--- src/trgc_pkg.sv ---
`default_nettype none
package trgc_pkg;
	localparam int DEF_MAX_COLUMNS = 1024;
	localparam int RESET_COLUMNS   = 1024;
	localparam int COL_W           = 11;
	localparam int ACT_W           = 2;

	localparam logic [ACT_W-1:0] ACT_OPEN  = 2'd0;
	localparam logic [ACT_W-1:0] ACT_CLOSE = 2'd1;
	localparam logic [ACT_W-1:0] ACT_ASK   = 2'd2;

	typedef struct packed {
		logic ry;
		logic rx;
		logic bt;
		logic tb;
		logic bb;
		logic tt;
		logic rv;
		logic lv;
	} node_t;

	localparam node_t LEAF_INIT = '{ry: 1'b0, rx: 1'b0, bt: 1'b0, tb: 1'b0,
		bb: 1'b1, tt: 1'b1, rv: 1'b0, lv: 1'b0};

	function automatic node_t leaf_node(logic v, logic rx, logic ry);
		node_t n;
		n.lv = v;
		n.rv = v;
		n.tb = v;
		n.bt = v;
		n.tt = 1'b1;
		n.bb = 1'b1;
		n.rx = rx;
		n.ry = ry;
		return n;
	endfunction
endpackage
`default_nettype wire

--- src/trgc_join.sv ---
`default_nettype none
module trgc_join import trgc_pkg::*; (
	input  wire logic  a_vld,
	input  wire node_t a,
	input  wire logic  b_vld,
	input  wire node_t b,
	output node_t      y
);
	node_t j;
	logic  x;
	logic  z;

	always_comb begin
		x    = a.rx;
		z    = a.ry;
		j.lv = a.lv | (a.tt & a.bb & x & z & b.lv);
		j.rv = b.rv | (b.tt & b.bb & x & z & a.rv);
		j.tt = (a.tt & x & b.tt) | (a.tb & z & b.bt);
		j.bb = (a.bb & z & b.bb) | (a.bt & x & b.tb);
		j.tb = (x & a.tt & b.tb) | (z & a.tb & b.bb);
		j.bt = (z & a.bb & b.bt) | (x & a.bt & b.tt);
		j.rx = b.rx;
		j.ry = b.ry;
		if (!a_vld) begin
			y = b;
		end else if (!b_vld) begin
			y = a;
		end else begin
			y = j;
		end
	end
endmodule
`default_nettype wire

--- config.mk ---
export PLATFORM = sky130hd
export DESIGN_NAME = trgc_join
export DESIGN_NICKNAME = d
export VERILOG_FILES = /design/src/trgc_pkg.sv /design/src/trgc_join.sv
export SDC_FILE = /design/constraint.sdc
export NUM_CORES = 1
export LEC_CHECK = 0
export BUFFER_PORTS_ARGS = -buffer_cell sky130_fd_sc_hd__buf_4
export CAP_MARGIN = 10
export CORE_AREA = 5 5 42 44
export DETAILED_ROUTE_END_ITERATION = 7
export DIE_AREA = 0 0 47 49
export GPL_TIMING_DRIVEN = 0
export MAX_ROUTING_LAYER = met4
export PLACE_DENSITY = 0.41
export SLEW_MARGIN = 15
export SYNTH_ARGS = -nofsm -noshare
export SYNTH_HDL_FRONTEND = slang
export SYNTH_SLANG_ARGS = --single-unit
export TNS_END_PERCENT = 5
--- constraint.sdc ---
create_clock -name vclk -period 0.8
set_clock_uncertainty 0.05 [all_clocks]
set_input_delay 0.12 -clock vclk [all_inputs]
set_output_delay 0.12 -clock vclk [all_outputs]
set_load 0.03 [all_outputs]
==> results of run 1 <==
## critical path, delay by kind of cell
family | cells | cell delay, ns
AOI/OAI and AO/OA | 2 | 0.39
buffers and inverters | 3 | 0.36
## worst min-delay path by stage
stage,endpoint,cells past startpoint,from
after global routing,y[7],3,b[7]
after detailed placement,y[0],3,a[0]
final,y[0],3,a[0]
after global placement,y[0],3,a[0]
after floorplan,y[4],1,b[4]
after CTS,y[4],3,b[4]
## timing repair
item,in CTS,in global routing
resized for setup,15,7
cloned,1,0
setup endpoints to repair,8,8
buffers inserted,2,0
pin swaps,4,3
## power breakdown
| group | internal, mW | switching [mW] | total [mW] |
|---|---|---|---|
| Clock | 0 | 0 | 0 |
| Combinational | 0.235 | 0.183 | 0.418 |
| Sequential | 0 | 0 | 0 |
## through the flow
step                      TNS, ns  power (mW)  instance area [um^2]  utilization, %
after floorplan            -0.271       0.185                   239               -
after global placement      -2.28       0.340                   454            32.4
after detailed placement    -2.24       0.338                   454            32.4
after CTS                   -1.65       0.413                   566            40.4
after global routing        -1.72       0.446                   577            41.2
final                       -1.52       0.418                   577            41.2
## cell usage after synthesis
| library cell | count |
|---|---|
| nor2_1 | 1 |
| buf_2 | 1 |
| nand2_1 | 10 |
| a21boi_1 | 1 |
| a21bo_1 | 1 |
| a2bb2oi_1 | 1 |
| nand4_1 | 2 |
| a32o_1 | 2 |
| a22o_1 | 2 |
| nand2b_1 | 1 |
| a31oi_1 | 1 |
| mux2_1 | 2 |
| inv_1 | 1 |
| o21ai_0 | 1 |
| nand3_1 | 2 |
## layer usage
metal  vias to the layer above  global-route usage, %  wire length (um)
met5                         -                      -                 0
met4                         0                      0                 0
met3                         0                  0.369               101
met2                        20                   12.7               392
met1                       151                   12.4               406
li1                        170                      -                 -
## layout make-up
| type | count | share of cell area, % |
|---|---|---|
| Buffer | 1 | 2.60 |
| Inverter | 1 | 0.651 |
| Multi-Input combinational cell | 27 | 42.5 |
| Tap cell | 16 | 3.47 |
| Timing Repair Buffer | 29 | 50.8 |
## kinds of logic (layout without fill, tap and decap cells)
family,count (synthesis),in the layout,share of synthesized area [%]
buffers and inverters,2,31,4.96
and+or+nand+nor,16,16,39.7
muxes,2,2,12.8
AOI/OAI and AO/OA,9,9,42.6
==> results.yml, run 1 <==
hold_path:
  hp-class: "in -> out"
sta:
  worst_hold_slack_ns: 0.507
  slew_viol_final: 0
  fin_crit_ns: 1.04
  max_slew_margin_pct: 87.7
  post-route-period-util_pct: 130
  rsz0062_at_grt: "true"
  setup_viol_count_final: 8
  hold_viol: 0
  worst_pin_slew_ns: 0.184
  fin_ws_ns: -0.244
  fmax_ghz: 0.958
synth:
  synth.top_cell.area_share_pct: 21.3
  synthTopCellsByArea: "nand2_1 (21%), mux2_1 (13%), a32o_1 (11%)"
  yosysTopAreaCell: "nand2_1"
  yosysSeqAreaShare_pct: 0
  ys_types: 15
  synth_area_um2: 176
  synth_nets: 47
  avgSynthCellArea_um2: 6.08
  synthCells: 29
  yosys_warnings: 0
grt:
  grt_max_degree: 9
  antenna_found_initial: 0
  grt_pass1_vias: 336
  grtUsageTotal_pct: 8.20
  gr-total-overflow: 0
  grt_pass1_wl_um: 1470
final_layout:
  fin_cells: 74
  n_clock_buffer: 0
  final_common_cell: "buf_4"
  multi_input_area_um2: 245
  fillers: 154
  final_nets: 78
  mostFrequentLayoutCells: "buf_4 (18), nand2_1 (9), buf_6 (8)"
  n_antenna_cell: 0
  area_growth_pct: 227
  seqCellArea_um2: 0
  n_sequential_cell: 0
  drive_gt1_share_pct: 69.0
floorplanning:
  core_area_um2: 1400
  die_area_um2: 2300
  rows: 14
  start_util_pct: 12.6
  ios: 26
  fp.dieW_um: 47
  die_h_um: 49
routing:
  firstDrtPassIters: 3
  wl_per_cell_um: 12.2
  vias_per_cell: 4.61
  detail-route-antenna-nets: 0
  vias: 341
  routed_wirelength_um: 901
  drt_iter0_markers: 4
  route.detailed.drc: 0
job:
  max_cap_violations: 0
place:
  io_buffers: 26
  gp_congestion: 0.620
  hpwl_um: 730
  pre_cts_slack_ns: -0.322
  dp.cells: 71
critical_path:
  slowest_stage: "a22o_4"
  required_ns: 0.63
  crit_chain: "buf_12 > buf_8 > a21boi_4 > a22o_4 > buf_6"
  worstSetupEndpoint: "y[4]"
  path_max_fanout: 5
  crit_start: "a_vld"
  cp-start-kind: "input port"
  endpoint_kind: "output port"
  path_class: "in -> out"
  slowest_delay_ns: 0.25
  arrival_ns: 0.87
power_and_ir_drop:
  p_leak_nw: 0.287
  powerDensity_nw_per_um2: 725
  peakVddDrop_v: 0.000239
status:
  violations: "negative setup slack"
  status: "complete, but fails checks"
clocking:
  ctsHoldBuffers: 0
No activity file was read; power rests on OpenSTA's default activity.
==> run 2, diff against run 1 <==
clock period = 0.9 ns   (was 0.8 ns; I/O delays follow)
==> run 2 against run 1 <==
  * Cell count decreased by 1.4%
  * The run still ends with negative setup slack left
  * Critical path type unchanged
  * Sequential share of layout area is the same
  * Worst hold slack better by 0.025 ns
  * First-iteration DRC count rose by 50%
  * Via count decreased by 3.2%
==> results.yml, run 2 (synthesized netlist as in run 1, its figures left out) <==
floorplanning:
  core_area_um2: 1400
  ios: 26
  start_util_pct: 12.6
  rows: 14
  fp.dieW_um: 47
  die_area_um2: 2300
  die_h_um: 49
sta:
  setup_viol_count_final: 8
  max_slew_margin_pct: 87.0
  rsz0062_at_grt: "true"
  hold_viol: 0
  worst_hold_slack_ns: 0.533
  fin_crit_ns: 1.07
  post-route-period-util_pct: 119
  worst_pin_slew_ns: 0.194
  fin_ws_ns: -0.168
  fmax_ghz: 0.936
  slew_viol_final: 0
critical_path:
  crit_start: "a_vld"
  cp-start-kind: "input port"
  endpoint_kind: "output port"
  slowest_stage: "a22o_4"
  arrival_ns: 0.88
  path_max_fanout: 8
  slowest_delay_ns: 0.24
  crit_top_cell: "buf_8"
  path_class: "in -> out"
  crit_family: "compound AO/OA/AOI/OAI gates"
  required_ns: 0.71
  crit_buf_inv: 3
  crit_chain: "buf_8 > buf_8 > a21boi_4 > a22o_4 > buf_6"
clocking:
  ctsHoldBuffers: 0
power_and_ir_drop:
  p_total_mw: 0.349
  powerDensity_nw_per_um2: 653
  peakVddDrop_v: 0.000211
  p_leak_nw: 0.268
final_layout:
  n_antenna_cell: 0
  mostFrequentLayoutCells: "buf_4 (18), nand2_1 (10), buf_6 (8)"
  seqCellArea_um2: 0
  n_clock_buffer: 0
  fillers: 153
  area_growth_pct: 203
  final_common_cell: "buf_4"
  fin_util_pct: 38.1
  final_nets: 77
  drive_gt1_share_pct: 63.2
  n_sequential_cell: 0
hold_path:
  hp-start: "b[4]"
  hp-class: "in -> out"
routing:
  drt_iter0_markers: 6
  route.detailed.drc: 0
  wl_per_cell_um: 11.8
  routed_wirelength_um: 861
  detail-route-antenna-nets: 0
  vias: 330
  firstDrtPassIters: 4
  vias_per_cell: 4.52
place:
  io_buffers: 26
  gp_congestion: 0.712
  pre_cts_slack_ns: -0.272
  hpwl_um: 728
grt:
  grt_pass1_wl_um: 1430
  grt_pass1_vias: 347
  gr-total-overflow: 0
  grt_max_degree: 9
  antenna_found_initial: 0
  grtUsageTotal_pct: 7.84
status:
  violations: "negative setup slack"
  status: "complete, but fails checks"
job:
  max_cap_violations: 0
==> run 2: final timing paths <==
kind | endpoint | cells after the start
hold / removal | y[4] | 3
setup / recovery | y[4] | 5
==> run 2: where the power goes <==
group / internal (mW) / switching, mW / leakage (nW)
clock: 0 / 0 / 0
combinational: 0.190 / 0.159 / 0.268
sequential: 0 / 0 / 0
total: 0.190 / 0.159 / 0.268
==> run 2: per-stage QoR <==
stage,instances,setup TNS [ns],area (um^2)
finish,73,-1.03,534
global route,73,-1.24,534
floorplan,29,-0.0937,231
CTS,73,-1.06,534
detailed placement,71,-1.78,447
global placement,71,-1.83,447
==> run 2: layout make-up <==
type | count | area, um^2 | area share (%)
multi-input cells | 27 | 235 | 44.0
inverters | 1 | 3.75 | 0.703
plain buffers | 1 | 15.0 | 2.81
well taps | 16 | 20.0 | 3.75
repair buffers | 28 | 260 | 48.7
==> run 2: timing repair <==
item                                   CTS  global route
gates resized for setup                 18             1
setup buffers                            2             0
setup endpoints to repair                8             8
pin swaps                                3             0
cloned                                   0             0
endpoints found under the hold margin    0             0
==> run 2: metal layers <==
metal  GRT usage [%]  wire length [um]  up-vias
li1                -                 -      169
met1            10.0               366      150
met2            14.0               446       11
met3           0.369                48        0
met4               0                 0        0
met5               -                 0        -
==> run 3, diff against run 2 <==
ABC_AREA = 1   (was unset)
CAP_MARGIN = unset   (was 10)
PLACE_DENSITY = 0.45   (was 0.41)
RECOVER_POWER = 25   (was unset)
==> run 3 against run 2 <==
  * Synthesized area up 26%
  * Largest cell class unchanged
  * Synthesized cell count up 59%
  * Global-route usage up 1.4 points
  * Critical path depth up 2
  * Via count up 16%
  * Total power up 1.4%
  * Worst setup slack better by 0.14 ns
  * Highest routed layer unchanged
  * The flow still finishes with violations (negative setup slack)
  * Core utilization up 2.7 points
  * Design area up 7.0%
  * Die area unchanged
  * Maximum frequency up 15%
  * Combinational power up 1%
==> results.yml, run 3 <==
hold_path:
  hp-class: "in -> out"
  holdPathStages: 4
synth:
  synth.most_common_cell: "nand2_1"
  synthTopCellsByArea: "nand2_1 (32%), nand3_1 (20%), nand2_2 (8.5%)"
  yosysTopAreaCell: "nand2_1"
  synth.top_cell.area_share_pct: 32.2
  synth_mux_area_share_pct: 0
  ys_types: 14
  synth_area_um2: 221
  yosysSeqAreaShare_pct: 0
  synth-adder-area-share_pct: 0
  synth-xor-area-share_pct: 0
  synthCells: 46
  synth_nets: 64
  avgSynthCellArea_um2: 4.81
  synth-simple-area-share_pct: 71.8
  synth-compound-area-share_pct: 16.4
  synth_top_family_by_area: "simple AND/OR/NAND/NOR gates"
  synth_common_cells: "nand2_1 (19), nand3_1 (9), nand2_2 (3), nor2_1 (3)"
  yosys_warnings: 0
critical_path:
  arrival_ns: 0.74
  cp-start-kind: "input port"
  crit_chain: "buf_12 > buf_8 > nand2_4 > clkinv_2 > nand4_1 > nand3_1 > buf_6"
  path_max_fanout: 5
  path_class: "in -> out"
  slowest_delay_ns: 0.15
  slowest_stage: "buf_6"
  required_ns: 0.71
  endpoint_kind: "output port"
sta:
  worst_pin_slew_ns: 0.162
  slew_viol_final: 0
  max_slew_margin_pct: 89.2
  setup_viol_count_final: 4
  fin_ws_ns: -0.0299
  hold_viol: 0
  setup_tns_ns: -0.0544
  fmax_ghz: 1.08
  fin_crit_ns: 0.930
  post-route-period-util_pct: 103
  rsz0062_at_grt: "true"
grt:
  gr-total-overflow: 0
  grt_pass1_vias: 397
  grt_pass1_wl_um: 1650
  grtUsageTotal_pct: 9.21
  grt_max_degree: 7
  antenna_found_initial: 0
final_layout:
  final_common_cell: "buf_4"
  drive_gt1_share_pct: 61.6
  fillers: 159
  area_growth_pct: 158
  fin_util_pct: 40.8
  n_antenna_cell: 0
  fin_area_um2: 572
  final_nets: 93
  n_sequential_cell: 0
  seqCellArea_um2: 0
  mostFrequentLayoutCells: "buf_4 (17), nand2_1 (15), nand3_1 (8)"
  n_clock_buffer: 0
clocking:
  ctsHoldBuffers: 0
floorplanning:
  ios: 26
  die_h_um: 49
  start_util_pct: 15.8
  fp.dieW_um: 47
  rows: 14
  core_area_um2: 1400
  die_area_um2: 2300
status:
  violations: "negative setup slack"
  status: "complete, but fails checks"
routing:
  detail-route-antenna-nets: 0
  vias_per_cell: 4.31
  drt_iter0_markers: 2
  routed_wirelength_um: 925
  wl_per_cell_um: 10.4
  route.detailed.drc: 0
  firstDrtPassIters: 2
  vias: 384
power_and_ir_drop:
  p_leak_nw: 0.298
  powerDensity_nw_per_um2: 618
  peakVddDrop_v: 0.000224
place:
  hpwl_um: 770
  placed_cell_area_um2: 440
  io_buffers: 26
  pre_cts_slack_ns: -0.0989
  gp_congestion: 0.743
job:
  max_cap_violations: 0
==> run 3: cell types whose count changed after synthesis, moves of 2 or more <==
| cell | before | now |
|---|---|---|
| mux2_1 | 2 | 0 |
| nand2_2 | 0 | 3 |
| a21oi_2 | 0 | 2 |
| a22o_1 | 2 | 0 |
| a32o_1 | 2 | 0 |
| nand2_1 | 10 | 19 |
| inv_2 | 0 | 2 |
| nand3_1 | 2 | 9 |
| nor2_1 | 1 | 3 |
==> run 3: metrics by stage <==
stage | cells | hold WS [ns] | total power [mW]
6_report | 89 | 0.528 | 0.353
3_5_place_dp | 88 | 0.538 | 0.284
2_1_floorplan | 46 | 0.393 | 0.146
3_3_place_gp | 88 | 0.532 | 0.284
5_1_grt | 89 | 0.563 | 0.382
4_1_cts | 89 | 0.531 | 0.329
==> run 3: final timing paths <==
path  start    to  slack (ns)
min    a[0]  y[0]        0.53
max   a_vld  y[3]       -0.03
==> run 3: cells by family (layout without fill, tap and decap cells) <==
family,after synthesis,count (layout)
buf+inv,5,32
compound gates,5,5
simple gates,36,36
==> run 3: final cells by class <==
class	instances	area (um^2)	area share [%]
timing repair buffer	27	274	47.9
multi-input combinational	41	239	41.8
inverter	4	23.8	4.16
tap	16	20.0	3.50
buffer	1	15.0	2.63
==> run 3: critical path: cells and delay by family <==
kind / cells / cell delay (ns)
buf+inv: 4 / 0.43
simple gates: 3 / 0.18
==> run 3: timing repair <==
action,CTS,global route
setup endpoints to repair,8,8
pin swaps,2,6
gates cloned,1,0
buffers inserted,0,0
gates resized for setup,15,14
==> run 3: routing by layer <==
| metal | GRT usage, % | up-vias | wire length, um |
|---|---|---|---|
| met5 | - | - | 0 |
| met3 | 1.11 | 0 | 69 |
| met2 | 16.1 | 13 | 479 |
| met4 | 0 | 0 | 0 |
| met1 | 11.7 | 164 | 377 |
| li1 | - | 207 | - |
==> run 3: power breakdown <==
group	total (mW)	internal, mW	switching, mW
Combinational	0.353	0.176	0.178
Clock	0	0	0
Sequential	0	0	0
Total	0.353	0.176	0.178
